`src/sv/i2cm_pkg.sv`:
```
package i2cm_pkg;

	// defaults and fixed field widths
	localparam int TICK_WIDTH_DEF = 16;
	localparam int CFG_W          = 16;
	localparam int HALF_BIT_RESET = 300;

	// command codes as carried on the action field
	typedef enum logic [2:0] {
		CMD_NONE  = 3'd0,
		CMD_START = 3'd1,
		CMD_WRITE = 3'd2,
		CMD_READ  = 3'd3,
		CMD_STOP  = 3'd4
	} cmd_t;

	// bus sequencer phases
	typedef enum logic [3:0] {
		PH_IDLE   = 4'd0,
		PH_ST_REL = 4'd1,
		PH_ST_SDA = 4'd2,
		PH_ST_SCL = 4'd3,
		PH_BIT_LO = 4'd4,
		PH_BIT_HI = 4'd5,
		PH_SP_LOW = 4'd6,
		PH_SP_SCL = 4'd7,
		PH_SP_SDA = 4'd8
	} phase_t;

	// one classified tick waiting for the sequencer
	typedef struct packed {
		cmd_t       cmd;
		logic [7:0] data;
		logic       nack;
		logic       sda;
	} item_t;

	// one result per tick
	typedef struct packed {
		logic       rejected;
		logic       slave_nack;
		logic [7:0] read_byte;
		logic       done;
		logic       busy;
		logic       sda_low;
		logic       scl;
	} result_t;

endpackage

```
`src/sv/i2cm_front.sv`:
```
module i2cm_front
	import i2cm_pkg::*;
(
	input  logic [2:0] action,
	input  logic [7:0] data,
	input  logic       master_nack,
	input  logic       sda_line,
	output item_t      item
);

	// classify the action code, unused codes become a plain tick
	always_comb begin
		item.data = data;
		item.nack = master_nack;
		item.sda  = sda_line;
		if (action inside {CMD_START, CMD_WRITE, CMD_READ, CMD_STOP}) begin
			item.cmd = cmd_t'(action);
		end else begin
			item.cmd = CMD_NONE;
		end
	end

endmodule

```
`src/sv/i2cm_queue.sv`:
```
module i2cm_queue
	import i2cm_pkg::*;
(
	input  logic  clk,
	input  logic  arst_n,
	input  logic  push_valid,
	output logic  push_ready,
	input  item_t push_item,
	output logic  pop_valid,
	input  logic  pop_ready,
	output item_t pop_item
);

	item_t      mem_q [2];
	logic       wr_ptr_q;
	logic       rd_ptr_q;
	logic [1:0] count_q;
	logic       push;
	logic       pop;

	assign push_ready = (count_q != 2'd2);
	assign pop_valid  = (count_q != 2'd0);
	assign pop_item   = mem_q[rd_ptr_q];
	assign push       = push_valid && push_ready;
	assign pop        = pop_valid && pop_ready;

	// storage
	always_ff @(posedge clk) begin
		if (push) begin
			mem_q[wr_ptr_q] <= push_item;
		end
	end

	// pointers and fill level
	always_ff @(posedge clk or negedge arst_n) begin
		if (!arst_n) begin
			wr_ptr_q <= 1'b0;
			rd_ptr_q <= 1'b0;
			count_q  <= 2'd0;
		end else begin
			if (push) wr_ptr_q <= ~wr_ptr_q;
			if (pop) rd_ptr_q <= ~rd_ptr_q;
			case ({push, pop})
				2'b10:   count_q <= count_q + 2'd1;
				2'b01:   count_q <= count_q - 2'd1;
				default: count_q <= count_q;
			endcase
		end
	end

endmodule

```
`src/sv/i2cm_back.sv`:
```
module i2cm_back
	import i2cm_pkg::*;
#(
	parameter int TICK_WIDTH = TICK_WIDTH_DEF
) (
	input  logic             clk,
	input  logic             arst_n,
	input  logic             cfg_we,
	input  logic [CFG_W-1:0] cfg_wdata,
	input  logic             q_valid,
	output logic             q_ready,
	input  item_t            q_item,
	output logic             res_valid,
	input  logic             res_ready,
	output result_t          res
);

	localparam int LW = (TICK_WIDTH > CFG_W) ? TICK_WIDTH : CFG_W;
	localparam longint unsigned MAX_HOLD = (64'd1 << TICK_WIDTH) - 64'd1;
	localparam logic [LW:0] MAX_HOLD_W = (LW+1)'(MAX_HOLD);
	localparam longint unsigned RST_HOLD_L =
		(HALF_BIT_RESET > MAX_HOLD) ? MAX_HOLD : HALF_BIT_RESET;
	localparam logic [TICK_WIDTH-1:0] RST_HOLD = TICK_WIDTH'(RST_HOLD_L);

	logic [TICK_WIDTH-1:0] hold_q;
	logic [LW:0]           lim_w;

	phase_t                phase_q, n_phase;
	cmd_t                  cmd_q, n_cmd;
	logic [3:0]            bit_q, n_bit;
	logic [7:0]            shift_q, n_shift;
	logic [TICK_WIDTH-1:0] tick_q, n_tick;
	logic                  ackc_q, n_ackc;
	logic                  scl_q, n_scl;
	logic                  sdal_q, n_sdal;
	logic                  acks_q, n_acks;
	logic [7:0]            read_q, n_read;
	logic                  ent, done, rej, expire, pop;
	logic [TICK_WIDTH:0]   tick_inc;

	logic                  out_valid_q;
	result_t               res_q;

	// effective hold count, zero acts as one and long holds saturate
	always_comb begin
		lim_w = (LW+1)'(cfg_wdata);
		if (lim_w == '0) lim_w = (LW+1)'(1);
		if (lim_w > MAX_HOLD_W) lim_w = MAX_HOLD_W;
	end

	always_ff @(posedge clk or negedge arst_n) begin
		if (!arst_n) begin
			hold_q <= RST_HOLD;
		end else if (cfg_we) begin
			hold_q <= TICK_WIDTH'(lim_w);
		end
	end

	// a tick is taken when the output slot is free or being drained
	assign pop      = q_valid && (!out_valid_q || res_ready);
	assign q_ready  = pop;
	assign tick_inc = {1'b0, tick_q} + (TICK_WIDTH+1)'(1);
	assign expire   = (tick_inc >= {1'b0, hold_q});

	// sequencer next state
	always_comb begin
		n_phase = phase_q;
		n_cmd   = cmd_q;
		n_bit   = bit_q;
		n_shift = shift_q;
		n_tick  = tick_q;
		n_ackc  = ackc_q;
		n_scl   = scl_q;
		n_sdal  = sdal_q;
		n_acks  = acks_q;
		n_read  = read_q;
		ent     = 1'b0;
		done    = 1'b0;
		rej     = 1'b0;
		if (phase_q == PH_IDLE) begin
			if (q_item.cmd != CMD_NONE) begin
				n_cmd = q_item.cmd;
				n_bit = 4'd0;
				ent   = 1'b1;
				case (q_item.cmd)
					CMD_START: n_phase = PH_ST_REL;
					CMD_STOP:  n_phase = PH_SP_LOW;
					default: begin
						n_shift = (q_item.cmd == CMD_WRITE) ? q_item.data : 8'h00;
						if (q_item.cmd == CMD_READ) n_ackc = q_item.nack;
						n_phase = PH_BIT_LO;
					end
				endcase
			end
		end else begin
			rej = (q_item.cmd != CMD_NONE);
			if (expire) begin
				n_tick = '0;
				case (phase_q)
					PH_ST_REL: begin n_phase = PH_ST_SDA; ent = 1'b1; end
					PH_ST_SDA: begin n_phase = PH_ST_SCL; ent = 1'b1; end
					PH_SP_LOW: begin n_phase = PH_SP_SCL; ent = 1'b1; end
					PH_SP_SCL: begin n_phase = PH_SP_SDA; ent = 1'b1; end
					PH_BIT_LO: begin n_phase = PH_BIT_HI; ent = 1'b1; end
					PH_BIT_HI: begin
						if (!bit_q[3]) begin
							// data slot: shift and go to the next low phase
							if (cmd_q == CMD_WRITE) n_shift = {shift_q[6:0], 1'b0};
							else n_shift = {shift_q[6:0], q_item.sda};
							n_bit   = bit_q + 4'd1;
							n_phase = PH_BIT_LO;
							ent     = 1'b1;
						end else begin
							// acknowledge slot ends the byte
							if (cmd_q == CMD_WRITE) n_acks = q_item.sda;
							else n_read = shift_q;
							n_scl   = 1'b0;
							n_phase = PH_IDLE;
							done    = 1'b1;
						end
					end
					default: begin
						n_phase = PH_IDLE;
						done    = 1'b1;
					end
				endcase
			end else begin
				n_tick = tick_inc[TICK_WIDTH-1:0];
			end
		end
		// line levels set on entry to a phase
		if (ent) begin
			n_tick = '0;
			case (n_phase)
				PH_ST_REL: begin n_scl = 1'b1; n_sdal = 1'b0; end
				PH_ST_SDA: n_sdal = 1'b1;
				PH_ST_SCL: n_scl = 1'b0;
				PH_BIT_LO: begin
					n_scl = 1'b0;
					if (n_cmd == CMD_WRITE) n_sdal = n_bit[3] ? 1'b0 : ~n_shift[7];
					else n_sdal = n_bit[3] ? ~n_ackc : 1'b0;
				end
				PH_BIT_HI: n_scl = 1'b1;
				PH_SP_LOW: begin n_scl = 1'b0; n_sdal = 1'b1; end
				PH_SP_SCL: n_scl = 1'b1;
				PH_SP_SDA: n_sdal = 1'b0;
				default: ;
			endcase
		end
	end

	// sequencer state register
	always_ff @(posedge clk or negedge arst_n) begin
		if (!arst_n) begin
			phase_q <= PH_IDLE;
			cmd_q   <= CMD_NONE;
			bit_q   <= 4'd0;
			shift_q <= 8'h00;
			tick_q  <= '0;
			ackc_q  <= 1'b0;
			scl_q   <= 1'b1;
			sdal_q  <= 1'b0;
			acks_q  <= 1'b0;
			read_q  <= 8'h00;
		end else if (pop) begin
			phase_q <= n_phase;
			cmd_q   <= n_cmd;
			bit_q   <= n_bit;
			shift_q <= n_shift;
			tick_q  <= n_tick;
			ackc_q  <= n_ackc;
			scl_q   <= n_scl;
			sdal_q  <= n_sdal;
			acks_q  <= n_acks;
			read_q  <= n_read;
		end
	end

	// output register
	always_ff @(posedge clk or negedge arst_n) begin
		if (!arst_n) begin
			out_valid_q <= 1'b0;
		end else if (pop) begin
			out_valid_q <= 1'b1;
		end else if (res_ready) begin
			out_valid_q <= 1'b0;
		end
	end

	always_ff @(posedge clk) begin
		if (pop) begin
			res_q.scl        <= n_scl;
			res_q.sda_low    <= n_sdal;
			res_q.busy       <= (n_phase != PH_IDLE);
			res_q.done       <= done;
			res_q.read_byte  <= n_read;
			res_q.slave_nack <= n_acks;
			res_q.rejected   <= rej;
		end
	end

	assign res_valid = out_valid_q;
	assign res       = res_q;

	// checks
	a_idle_no_reject: assert property (@(posedge clk) disable iff (!arst_n)
		pop && (phase_q == PH_IDLE) |=> !res_q.rejected)
		else $error("command rejected while sequencer idle");

	a_done_not_busy: assert property (@(posedge clk) disable iff (!arst_n)
		out_valid_q && res_q.done |-> !res_q.busy)
		else $error("completion reported while still busy");

	a_tick_idle_clear: assert property (@(posedge clk) disable iff (!arst_n)
		(phase_q == PH_IDLE) |-> (tick_q == '0))
		else $error("hold counter not cleared while idle");

	a_bit_in_range: assert property (@(posedge clk) disable iff (!arst_n)
		(phase_q != PH_IDLE) |-> (bit_q <= 4'd8))
		else $error("bit slot index beyond acknowledge slot");

endmodule

```
`src/sv/i2c_master_bit_engine_unit.sv`:
```
// channel    | dir | signals                          | contents
// s_axis     | in  | tvalid tready tdata[15:0] tuser  | one bus tick, optional command
// m_axis     | out | tvalid tready tdata[15:0]        | line drive and status per tick
// cfg        | in  | cfg_we cfg_wdata[15:0]           | half_bit_ticks
//
// one tick accepted per clock while the queue has room, each tick gives one result
// the input goes through a two-entry queue, the sequencer and an output register
// input stalls only when the queue is full, i.e. after the output has been held
// reset returns the sequencer to idle with SCL and SDA released, hold 300 ticks
// a command is held for half_bit_ticks ticks per bus phase, not clocks
module i2c_master_bit_engine_unit
	import i2cm_pkg::*;
#(
	parameter int TICK_WIDTH = TICK_WIDTH_DEF
) (
	input  logic             clk,
	input  logic             arst_n,
	input  logic             s_axis_tvalid,
	output logic             s_axis_tready,
	input  logic [15:0]      s_axis_tdata,  // data[7:0], master_nack[8], sda_line[9], zero
	input  logic [2:0]       s_axis_tuser,  // action[2:0]
	output logic             m_axis_tvalid,
	input  logic             m_axis_tready,
	output logic [15:0]      m_axis_tdata,  // scl_level[0], sda_drive_low[1], busy_res[2],
	                                        // done_res[3], read_byte[11:4], slave_nack[12],
	                                        // cmd_rejected[13], zero
	input  logic             cfg_we,
	input  logic [CFG_W-1:0] cfg_wdata
);

	item_t   in_item;
	item_t   q_item;
	logic    q_valid;
	logic    q_ready;
	result_t res;

	// classify the incoming tick
	i2cm_front u_front (
		.action      (s_axis_tuser),
		.data        (s_axis_tdata[7:0]),
		.master_nack (s_axis_tdata[8]),
		.sda_line    (s_axis_tdata[9]),
		.item        (in_item)
	);

	// decoupling queue
	i2cm_queue u_queue (
		.clk        (clk),
		.arst_n     (arst_n),
		.push_valid (s_axis_tvalid),
		.push_ready (s_axis_tready),
		.push_item  (in_item),
		.pop_valid  (q_valid),
		.pop_ready  (q_ready),
		.pop_item   (q_item)
	);

	// bus sequencer
	i2cm_back #(
		.TICK_WIDTH (TICK_WIDTH)
	) u_back (
		.clk       (clk),
		.arst_n    (arst_n),
		.cfg_we    (cfg_we),
		.cfg_wdata (cfg_wdata),
		.q_valid   (q_valid),
		.q_ready   (q_ready),
		.q_item    (q_item),
		.res_valid (m_axis_tvalid),
		.res_ready (m_axis_tready),
		.res       (res)
	);

	// pack result
	assign m_axis_tdata = {2'b00, res.rejected, res.slave_nack, res.read_byte,
		res.done, res.busy, res.sda_low, res.scl};

endmodule
```
`config.mk`:
```
export PLATFORM = sky130hd
export DESIGN_NAME = i2c_master_bit_engine_unit
export DESIGN_NICKNAME = d
export VERILOG_FILES = /design/src/sv/i2cm_pkg.sv /design/src/sv/i2cm_front.sv /design/src/sv/i2cm_queue.sv /design/src/sv/i2cm_back.sv /design/src/sv/i2c_master_bit_engine_unit.sv
export SDC_FILE = /design/constraint.sdc
export NUM_CORES = 1
export LEC_CHECK = 0
export BUFFER_PORTS_ARGS = -buffer_cell sky130_fd_sc_hd__buf_2
export CORE_UTILIZATION = 35
export CTS_CLUSTER_DIAMETER = 200
export DETAILED_ROUTE_END_ITERATION = 8
export PLACE_DENSITY_LB_ADDON = 0.1
export SETUP_SLACK_MARGIN = 0.2
export SKIP_CTS_REPAIR_TIMING = 1
export SLEW_MARGIN = 5
export SYNTH_ARGS = -nofsm -noshare
export SYNTH_HDL_FRONTEND = slang
export SYNTH_HIERARCHICAL = 1
export SYNTH_SLANG_ARGS = --single-unit
```
`constraint.sdc`:
```
create_clock -name clk -period 3.91 [get_ports clk]
set_input_delay 0.391 -clock clk [delete_from_list [all_inputs] [get_ports clk]]
set_output_delay 0.391 -clock clk [all_outputs]
set_load 0.02 [all_outputs]
```
# Yosys cells after proc, flatten, opt, wreduce, memory -nomap -nowiden

Memories as Yosys holds them, arrays and structs flattened.
Cells that the tools add are included.

Input port bits: 40
Logic and storage cells: 156
Memory bits (read-only): 0
Register bits: 82
Memories kept: 1
Latch bits: 0
RAM bits: 26
Output and inout bits: 18

Magnitude comparators: 2
Reduce and logical (&&, ||, !) cells: 25
Div/mod/pow operators: 0
Add/sub/neg operators: 4
Multiply operators: 0
Mux-type cells: 64
Bitwise operators: 5
Eq/ne operators: 31
Shift operators: 0

Memory list:

| name          | depth | bits a word | rd ports | clocked after Yosys merged registers in | wr ports | RTL line         | RTL |
|---|---|---|---|---|---|---|---|
| u_queue.mem_q | 2     | 13          | 1        | 0                                       | 1        | i2cm_queue.sv:14 | `item_t mem_q [2];` |

Operator list:

| kind                  | count |
|---|---|
| $mux 8                | 12 |
| $mux 16               | 5 |
| $eq 4x3->1 const B    | 8 |
| $mux 4                | 8 |
| $mux 1                | 28 |
| $pmux 4 s6            | 1 |
| $eq 3x2->1 const B    | 6 |
| $add 16x1->17 const B | 1 |
| $ge 17x16->1          | 1 |
| $gt 16x16->1 const B  | 1 |
| $logic_not 16->1      | 1 |
| $eq 4x2->1 const B    | 3 |
| $mux 3                | 4 |
| $reduce_bool 2->1     | 5 |
| $eq 4x1->1 const B    | 2 |
| $ne 2x2->1 const B    | 4 |
| $reduce_bool 4->1     | 2 |
| $reduce_or 2->1       | 4 |
| $eq 3x1->1 const B    | 2 |
| $eq 3x3->1 const B    | 2 |
| $pmux 1 s2            | 3 |
| $pmux 3 s2            | 1 |
| $reduce_and 6->1      | 1 |
| $reduce_or 3->1       | 2 |
| 18 further kinds      | 24 |

# Depth between registers and ports, before layout

Gate-level depths: netlist (run 1).

Word-level depth: 11
Mapped depth: 16
Gate-level depth less buffers: 15

# By module

The synthesis (run 1) kept the hierarchy.

Modules (own cells, without submodules):

| module                     | times used | area each (um2) | seq. area each (um2) | cells each |
|---|---|---|---|---|
| i2cm_back                  | 1          | 4,390.5         | 2,028.2              | 430 |
| i2cm_queue                 | 1          | 1,129.8         | 880.8                | 57 |
| i2cm_front                 | 1          | 105.1           | 0.0                  | 13 |
| i2c_master_bit_engine_unit | 1          | 18.8            | 0.0                  | 3 |

# Least setup slack after synthesis (run 1)

Ideal clock, no wire load.

Kind: register to register
Start: register u_back.tick_q[2]
End: register u_back.res_q (netlist bit u_back/res[1]), data pin
Slack: 0.416 ns
Cell stages (with the launch flop): 16
Period minus slack after synthesis: 3.494 ns
Setup time: 0.254 ns
Buffers on the path: 0
Arrival: 3.240 ns
Required time: 3.656 ns
Cell sequence: dfrtp_1 > nand3_1 > nor2_1 > nand3_1 > nor2_1 > nand3_1 > xnor2_1 > ha_1 > nand3_1 > o211ai_1 > a31oi_2 > and2_1 > and3_2 > nor2_1 > o311ai_2 > a21bo_1

Word-level cells in the longest chain between the ends: 9
Elaborated cells between the ends (all ways): 23
Those cells by class: add/sub: 1; order compare: 1; eq/ne: 5; mux: 13; bitwise: 1; reduce/logical: 2

RTL lines:

| element                                                        | RTL line         | RTL |
|---|---|---|
| from (decl)                                                    | i2cm_back.sv:32  | `logic [TICK_WIDTH-1:0] tick_q, n_tick;` |
| from (signal assigned)                                         | i2cm_back.sv:170 | `tick_q <= n_tick;` |
| $add 16x1->17 *                                                | i2cm_back.sv:62  | `assign tick_inc = {1'b0, tick_q} + (TICK_WIDTH+1)'(1);` |
| $ge 17x16->1 *                                                 | i2cm_back.sv:63  | `assign expire = (tick_inc >= {1'b0, hold_q});` |
| parallel branches: the longest is 6 deep, another holds $mux 4 | --               |  |
| $mux 1 *                                                       | i2cm_back.sv:132 | `if (ent) begin` |
| named net u_back.n_sdal                                        | i2cm_back.sv:35  | `logic sdal_q, n_sdal;` |
| to (decl)                                                      | i2cm_back.sv:42  | `result_t res_q;` |

Mark *: on every way through the listed nets, which the timed path passes. The select of a mux whose other input is x is not followed.
A chain may end at the register's enable or synchronous reset.

# Worst setup path after layout (run 1)

Start: register u_back.tick_q[3]
End: register u_back.res_q (netlist bit u_back/res[1]), data pin

The elaborated chain is that of the path after synthesis.

==> results of run 1 <==
-- state kept, by name (all words and copies together), names as in the netlist, 2 cells and up --
| register | count |
|---|---|
| u_back/res | 14 |
| u_back/cmd_q | 3 |
| u_back/hold_q | 16 |
| u_queue/count_q | 2 |
| u_back/shift_q | 8 |
| u_queue/mem_q | 26 |
| u_back/tick_q | 16 |
| u_back/phase_q | 4 |
| u_back/read_q | 8 |
| u_back/bit_q | 4 |
-- area by class of cell --
type / instances / area [µm²]
fill: 1519 / 9220
sequential: 108 / 2910
multi-input combinational: 346 / 2580
timing repair buffer: 77 / 455
tap: 216 / 270
clock buffer: 10 / 239
clock inverter: 6 / 78.8
inverter: 20 / 75.1
-- stage by stage --
step	cells	utilization	setup WS (ns)	cell area, µm²
6_report	783	0.418	0.388	6610
2_1_floorplan	504	-	0.416	5650
5_1_grt	783	0.418	0.187	6610
3_3_place_gp	759	0.387	0.128	6130
3_5_place_dp	759	0.387	0.0795	6130
4_1_cts	775	0.407	0.0597	6440
-- final timing paths --
check	end	depth (start not counted)	start	slack [ns]
worst min-delay path	u_back/hold_q[6]$_DFFE_PN0P_	1	arst_n	0.09
max in group asynchronous	u_back/scl_q$_DFFE_PN1P_	2	arst_n	2.80
min in group clk	u_queue/mem_q[1][3]$_DFFE_PP_	1	s_axis_tdata[1]	0.22
worst min register to register	u_back/sdal_q$_DFFE_PN0P_	1	u_back/sdal_q$_DFFE_PN0P_	0.49
worst max register to register	u_back/res[1]$_DFFE_PP_	15	u_back/tick_q[3]$_DFFE_PN0P_	0.39
worst max-delay path	u_back/res[1]$_DFFE_PP_	15	u_back/tick_q[3]$_DFFE_PN0P_	0.39
-- where the power goes --
| part | switching [mW] | internal [mW] | total (mW) |
|---|---|---|---|
| clock network | 0.452 | 0.530 | 0.981 |
| logic | 0.861 | 0.536 | 1.40 |
| registers | 0.164 | 1.45 | 1.62 |
-- cell families (layout without fill, tap and decap cells) --
| group | after synthesis | count (layout) | share of synthesized area |
|---|---|---|---|
| adders and majority gates | 19 | 19 | 0.0421 |
| DFF | 108 | 108 | 0.515 |
| other | 1 | 2 | 0.000664 |
| xor gates and xnor gates | 20 | 20 | 0.0310 |
| and+or+nand+nor | 152 | 152 | 0.148 |
| AOI/OAI and AO/OA | 118 | 118 | 0.147 |
| buffers and inverters | 50 | 113 | 0.0463 |
| muxes | 35 | 35 | 0.0694 |
-- Yosys cell counts, drive strengths merged (2+ instances only) --
library cell	instances	share of area
o311ai	2	0.0075
nand3	16	0.016
a31oi	3	0.0044
nor2b	2	0.0022
and3	7	0.0086
a21oi	21	0.019
mux2	33	0.066
a22o	17	0.026
o21ai	43	0.038
o21bai	2	0.0027
dfrtp	63	0.28
o31ai	3	0.0040
mux2i	2	0.0035
nand2	55	0.038
buf	21	0.027
o22ai	2	0.0022
a22oi	7	0.010
xor2	11	0.017
edfxtp	40	0.21
clkbuf	9	0.0060
nand2b	6	0.0067
a211oi	3	0.0049
nor3	10	0.0098
o2bb2ai	2	0.0031
ha	19	0.042
dfstp	5	0.023
nor2	30	0.025
nand4	6	0.012
xnor2	9	0.014
nor4	7	0.0089
inv	20	0.013
or2	2	0.0022
and2	4	0.0053
o211ai	3	0.0064
and2b	2	0.0031
-- worst max-delay path: stages (launching register included) --
cell      delay, ns
dfrtp_1        0.40
nand4_4        0.18
nor2_4         0.15
nand3_2        0.12
nor2_2         0.13
nand3_1        0.13
xnor2_2        0.25
ha_4           0.24
a21oi_1        0.17
o211ai_1       0.15
a31oi_4        0.28
and2_4         0.23
a21o_1         0.17
a21oi_1        0.10
o311ai_2       0.33
a21bo_1        0.24
-- routing by layer --
| layer | wire (µm) | global-route usage |
|---|---|---|
| met2 | 5460 | 0.245 |
| met5 | 0 | 0 |
| met4 | 222 | 0.0706 |
| met1 | 6190 | 0.228 |
| met3 | 288 | 0.0220 |
==> flow_summary.yaml, run 1 <==
outcome:
  status: "finished clean"
detailed_routing:
  wirelength_um: 12200
  drc_errors: 0
  final_antenna_net_count: 0
  dr.pass1.iters: 4
  drt_iter0_drc: 151
  routed_via_density: 5.02
  wl_per_cell_um: 15.5
  vias: 3930
sta:
  setup_viol: 0
  setup_tns_ns: 0
  slew-limit-headroom: 0.245
  min_period_ns: 3.52
  fin_skew_ns: 0.00829
  whs_ns: 0.0922
  maxSlewViolCount: 0
  final-hold-violation-count: 0
  max_freq_mhz: 284
  tightest_slew_ns: 1.13
  rsz0062_at_grt: "false"
  fin_crit_sh: 0.901
synthesis:
  ys_seq_area_frac: 0.515
  synth_warnings: 6
  syn_inst: 503
  synth_edf_count: 40
  syn-cell-area_um2: 5640
  ys_ff_latch: 108
  synthFlopType: "dfrtp_1"
  synth.distinct_cells: 72
  avgSynthCellArea_um2: 11.2
  ys_async_sr_fraction: 0.630
global_routing:
  grt_pass1_wl_um: 20300
  overflow: 0
  grt_max_degree: 38
  grt_pass1_vias: 3826
  antenna_found_initial: 0
  grt_use_total: 0.161
setup_path:
  crit_type: "flip-flop to flip-flop"
  cp.required_ns: 4.03
  cp.arrival_ns: 3.65
  crit_path_end_kind: "flip-flop"
  crit_fanout: 5
  cp-start-kind: "flip-flop"
final_layout:
  diodes: 0
  areaGrowthSynthToFinish_pct: 17.2
  drive_gt1_frac: 0.307
  mostFrequentLayoutCells: "dfrtp_1 (59), nand2_1 (52), buf_2 (49)"
  layout_commonest_cell: "dfrtp_1"
  nets: 621
cts:
  htree_levels: 3
  cts_buffer_depth: 2
  root_buffer: "clkbuf_16"
  cts_num_sinks: 108
  numCtsBuffers: 9
  clk_latency_ns: 0.36
  tritoncts: "yes"
  path_clk_slew_ns: 0.08
die:
  coreArea_um2: 15800
  start_util: 0.357
  die_area_um2: 16600
  rows: 46
  ios: 58
  fp.dieH_um: 129
  dieWidth_um: 129
placement:
  gp_congestion: 0.761
  dp_hpwl_um: 8510
  io_buffers: 49
pwr:
  powerDensity_nw_per_um2: 604
  worst_ir_drop_vdd_uv: 303
  total_power_mw: 4.00
  p_leak_nw: 2.86
worst_hold_path:
  hold_class: "input port to asynchronous set/reset pin"
job:
  cap_violations: 0
(Power assumes the default switching activity.)
==> inputs of run 2 (changes only) <==
- CORE_UTILIZATION: 35 -> 24
==> run 2 against run 1 <==
  * Setup slack got worse by 0.058 ns
  * Clock skew rose by 0.0027 ns
  * Core utilization fell by 12 points
  * Count of clock-buffer cells in the layout fell by 1
  * Critical path type unchanged
  * Via count fell by 0.25%
  * Sequential cell count did not move
  * Largest power group unchanged
  * Combinational power barely moved
  * Die area rose by 45%
  * Total power rose by 0.30%
  * Worst hold slack improved by 0.13 ns
==> flow_summary.yaml, run 2 (same netlist as run 1, synthesis figures left out) <==
outcome:
  status: "finished clean"
cts:
  cts_buffer_depth: 2
  cts_num_sinks: 108
  htree_levels: 3
  root_buffer: "clkbuf_16"
  path_clk_slew_ns: 0.08
  tritoncts: "yes"
  numCtsBuffers: 9
  clk_latency_ns: 0.35
detailed_routing:
  wl_per_cell_um: 15.3
  dr.pass1.iters: 4
  final_antenna_net_count: 0
  wirelength_um: 13400
  drc_errors: 0
  vias: 3920
  drt_iter0_drc: 216
  routed_via_density: 4.46
die:
  die_area_um2: 24100
  start_util: 0.247
  ios: 58
  coreArea_um2: 22800
  dieWidth_um: 155
  rows: 55
  fp.dieH_um: 155
sta:
  max_freq_mhz: 279
  min_period_ns: 3.58
  setup_ws_ns: 0.330
  maxSlewViolCount: 0
  fin_crit_sh: 0.916
  final-hold-violation-count: 0
  slew-limit-headroom: 0.365
  rsz0062_at_grt: "false"
  tightest_slew_ns: 0.953
  whs_ns: 0.222
  setup_viol: 0
  fin_skew_ns: 0.0110
worst_hold_path:
  hold_class: "input port to flip-flop"
  hold_end: "u_queue/mem_q[0][2]$_DFFE_PP_"
  min-delay-start: "s_axis_tdata[0]"
  hold_depth: 1
setup_path:
  crit_top_cell: "nand3_2"
  cp.required_ns: 4.02
  slowest_stage: "dfrtp_1"
  r2r-end: "u_back/res[1]$_DFFE_PP_"
  cp_num_cells: 16
  cp.arrival_ns: 3.69
  worst-path-buf-inv: 1
  crit_fanout: 6
  critical_path.max_stage_delay_ns: 0.44
  reg2reg_slack_ns: 0.33
  cp-start-kind: "flip-flop"
  path_cells: "nand3_2 -> nor2_4 -> nand3_2 -> nor2_2 -> nand3_1 -> xnor2_2 -> ha_1 -> nand3_2 -> o211ai_1 -> a31oi_4 -> and2_4 -> buf_4 -> a22oi_2 -> nor2_1 -> o311ai_2 -> a21bo_1"
  crit_type: "flip-flop to flip-flop"
  crit_path_end_kind: "flip-flop"
  r2r-start: "u_back/tick_q[1]$_DFFE_PN0P_"
  rr_worst_depth: 16
  cp_top_family: "compound AO/OA/AOI/OAI gates"
placement:
  gp_congestion: 0.749
  io_buffers: 49
  dp_cells: 855
  post-place-ws_ns: -0.0133
  place_area_um2: 6240
  dp_hpwl_um: 9290
global_routing:
  grt_use_total: 0.115
  antenna_found_initial: 0
  grt_max_degree: 69
  grt_pass1_vias: 3955
  grt_pass1_wl_um: 21200
  overflow: 0
final_layout:
  largest_reg_flops: 26
  stdcell_area_um2: 6730
  nets: 619
  drive_gt1_frac: 0.301
  diodes: 0
  nFillCells: 2390
  layout_commonest_cell: "dfrtp_1"
  areaGrowthSynthToFinish_pct: 19.2
  top_register: "u_queue/mem_q"
  mostFrequentLayoutCells: "dfrtp_1 (60), nand2_1 (52), buf_2 (49)"
  finalNonFillerCells: 878
  top_regs: "u_queue/mem_q x26, u_back/hold_q x16, u_back/tick_q x16"
pwr:
  worst_ir_drop_vdd_uv: 297
  powerDensity_nw_per_um2: 596
  total_power_mw: 4.01
  p_leak_nw: 2.88
job:
  cap_violations: 0
## run 2: power breakdown
| group | internal [mW] | leakage, nW | total (mW) | switching, mW |
|---|---|---|---|---|
| Clock | 0.509 | 0.148 | 0.963 | 0.454 |
| Sequential | 1.45 | 1.25 | 1.65 | 0.195 |
| Combinational | 0.545 | 1.48 | 1.40 | 0.854 |
| Total | 2.51 | 2.88 | 4.01 | 1.50 |
## run 2: cell type report
class	instances	area [µm²]	share of cell area
repair buffers	75	440	0.0655
inverters	20	75.1	0.0112
flip-flops and latches	108	2910	0.433
clock inverters	7	86.3	0.0128
multi-input cells	346	2590	0.386
well taps	313	392	0.0582
clock buffers	9	225	0.0335
## run 2: worst max path at each step
stage                                          to  slack (ns)                    startpoint
floorplan                 u_back/res[1]$_DFFE_PP_        0.42  u_back/tick_q[2]$_DFFE_PN0P_
finish                    u_back/res[1]$_DFFE_PP_        0.33  u_back/tick_q[1]$_DFFE_PN0P_
detailed placement  u_back/shift_q[3]$_DFFE_PN0P_       -0.01  u_back/tick_q[0]$_DFFE_PN0P_
global route              u_back/res[1]$_DFFE_PP_        0.18  u_back/tick_q[0]$_DFFE_PN0P_
CTS                 u_back/shift_q[3]$_DFFE_PN0P_       -0.04  u_back/tick_q[0]$_DFFE_PN0P_
global placement    u_back/shift_q[3]$_DFFE_PN0P_        0.03  u_back/tick_q[0]$_DFFE_PN0P_
## run 2: metrics by stage
step	utilization	setup TNS [ns]
global placement	0.273	0
finish	0.294	0
global route	0.294	0
floorplan	-	0
CTS	0.287	-0.201
detailed placement	0.273	-0.0357
## run 2: routing by layer
layer	vias to the layer above	global-route usage	routed length (µm)
met3	8	0.0228	385
met4	0	0.0392	155
met2	40	0.183	6380
li1	1941	-	-
met1	1931	0.154	6470
met5	-	0	0
==> inputs of run 3 (changes only) <==
- ABC_AREA: unset -> 1
==> run 3 against run 2 <==
  * Clock power is 6.1% lower
  * Final area is 0.17% higher
  * Die area is 0.22% higher
  * Critical path type unchanged
  * Highest routed layer unchanged
==> flow_summary.yaml, run 3 <==
sta:
  final-hold-violation-count: 0
  fin_skew_ns: 0.0157
  slew-limit-headroom: 0.209
  setup_viol: 0
  rsz0062_at_grt: "false"
  setup_tns_ns: 0
  max_freq_mhz: 289
  fin_crit_sh: 0.885
  maxSlewViolCount: 0
  min_period_ns: 3.46
  tightest_slew_ns: 1.18
placement:
  dp_hpwl_um: 9400
  gp_congestion: 0.801
  io_buffers: 49
cts:
  cts_buffer_depth: 2
  numCtsBuffers: 9
  tritoncts: "yes"
  clk_latency_ns: 0.36
  path_clk_slew_ns: 0.08
  cts_num_sinks: 108
  root_buffer: "clkbuf_16"
  htree_levels: 3
outcome:
  status: "finished clean"
synthesis:
  synth_warnings: 6
  yosys.area.top_type: "dfrtp_1"
  yosysMostFrequentCell: "nand2_1"
  syn_inst: 659
  ys_ff_latch: 108
  yosys-top-cells-area: "dfrtp_1 (28%), edfxtp_1 (21%), nand2_1 (13%)"
  synthFlopType: "dfrtp_1"
  ys_async_sr_fraction: 0.630
  synth_common_cells: "nand2_1 (192), inv_1 (96), dfrtp_1 (63)"
  synth.distinct_cells: 43
  avgSynthCellArea_um2: 8.58
  syn-cell-area_um2: 5660
  synth_top_area_frac: 0.279
  synth_edf_count: 40
  ys_seq_area_frac: 0.514
global_routing:
  overflow: 0
  grt_use_total: 0.115
  grt_max_degree: 47
  grt_pass1_wl_um: 21800
  antenna_found_initial: 0
  grt_pass1_vias: 4169
die:
  ios: 58
  rows: 55
  dieWidth_um: 156
  die_area_um2: 24200
  fp.dieH_um: 156
  coreArea_um2: 22800
  start_util: 0.248
setup_path:
  crit_type: "flip-flop to flip-flop"
  cp.arrival_ns: 3.57
  reg2reg_slack_ns: 0.45
  crit_fanout: 6
  crit_end: "u_back/res[0]$_DFFE_PP_"
  crit_path_end_kind: "flip-flop"
  cp-start-kind: "flip-flop"
  r2r-start: "u_back/tick_q[0]$_DFFE_PN0P_"
  slowest_stage: "dfrtp_1"
  crit_top_cell: "nor2_4"
  cp.required_ns: 4.02
  startpoint: "u_back/tick_q[0]$_DFFE_PN0P_"
  r2r-end: "u_back/res[0]$_DFFE_PP_"
  critical_path.max_stage_delay_ns: 0.41
  rr_worst_depth: 25
job:
  cap_violations: 0
detailed_routing:
  drt_iter0_drc: 248
  vias: 4360
  final_antenna_net_count: 0
  drc_errors: 0
  wl_per_cell_um: 13.0
  routed_via_density: 4.21
  dr.pass1.iters: 8
  wirelength_um: 13400
final_layout:
  largest_reg_flops: 26
  drive_gt1_frac: 0.213
  areaGrowthSynthToFinish_pct: 19.1
  diodes: 0
  mostFrequentLayoutCells: "nand2_1 (183), inv_1 (93), dfrtp_1 (62)"
  top_register: "u_queue/mem_q"
  nets: 776
  layout_commonest_cell: "nand2_1"
  top_regs: "u_queue/mem_q x26, u_back/hold_q x16, u_back/tick_q x16"
pwr:
  total_power_mw: 4.63
  worst_ir_drop_vdd_uv: 465
  powerDensity_nw_per_um2: 687
  p_leak_nw: 3.23
worst_hold_path:
  hold_class: "input port to asynchronous set/reset pin"
## run 3: cell count changes in the layout (fill, tap and decap cells not counted), sizes merged, moves of 16 or more
cell,delta
nand2,+146
inv,+83
mux2,-33
nor2,+27
a22o,-17
o21ai,+16
## run 3: power breakdown
part	internal (mW)	switching, mW	total (mW)	leakage [nW]
sequential	1.54	0.197	1.74	1.26
combinational	0.632	1.35	1.98	1.83
clock	0.446	0.457	0.904	0.136
total	2.62	2.01	4.63	3.23
## run 3: kinds of logic after synthesis
kind of cell             synth area share
adder cells (fa/ha/maj)            0.0420
other                            0.000663
XOR/XNOR                           0.0186
flip-flops                          0.514
multiplexers                      0.00177
AND/OR/NAND/NOR                     0.221
AO/OA/AOI/OAI                       0.104
buffers and inverters              0.0978
## run 3: worst min path at each step
stage / startpoint / to / slack (ns) / cells past startpoint
6_report: arst_n / u_back/bit_q[3]$_DFFE_PN0P_ / 0.07 / 1
5_1_grt: arst_n / u_back/bit_q[3]$_DFFE_PN0P_ / 0.12 / 1
4_1_cts: arst_n / u_back/bit_q[3]$_DFFE_PN0P_ / 0.09 / 1
3_5_place_dp: u_back/read_q[4]$_DFFE_PN0P_ / u_back/read_q[4]$_DFFE_PN0P_ / 0.47 / 2
3_3_place_gp: u_back/read_q[7]$_DFFE_PN0P_ / u_back/read_q[7]$_DFFE_PN0P_ / 0.46 / 2
2_1_floorplan: arst_n / u_back/ackc_q$_DFFE_PN0P_ / 0.1 / 0
## run 3: per-layer routing
metal / global-route usage / vias to the layer above / part of all wire
li1: - / 2220 / -
met1: 0.162 / 2066 / 0.50
met2: 0.177 / 62 / 0.45
met3: 0.0223 / 12 / 0.033
met4: 0.0364 / 0 / 0.012
met5: 0 / - / 0
## run 3: area by class of cell
class | count | area [µm²]
fillers | 2467 | 16100
flip-flops and latches | 108 | 2910
multi-input cells | 428 | 2360
repair buffers | 69 | 408
well taps | 313 | 392
inverters | 101 | 382
clock buffers | 10 | 229
clock inverters | 6 | 53.8
## run 3: worst max-delay path: cells and delay by family (launching register included)
kind | cells | cell delay, ns
flip-flops | 1 | 0.41
buffers and inverters | 4 | 0.36
XOR/XNOR | 1 | 0.15
adder cells (fa/ha/maj) | 2 | 0.49
AO/OA/AOI/OAI | 2 | 0.28
AND/OR/NAND/NOR | 16 | 1.54
## run 3: per-stage QoR
step	utilization	std cells	hold slack (ns)	instance area [µm²]	worst slack, ns
finish	0.295	1035	0.0746	6740	0.451
global placement	0.271	1005	0.464	6200	0.113
detailed placement	0.271	1005	0.466	6200	0.101
floorplan	-	660	0.0954	5660	0.798
global route	0.295	1035	0.119	6740	0.159
CTS	0.284	1021	0.0851	6480	0.107
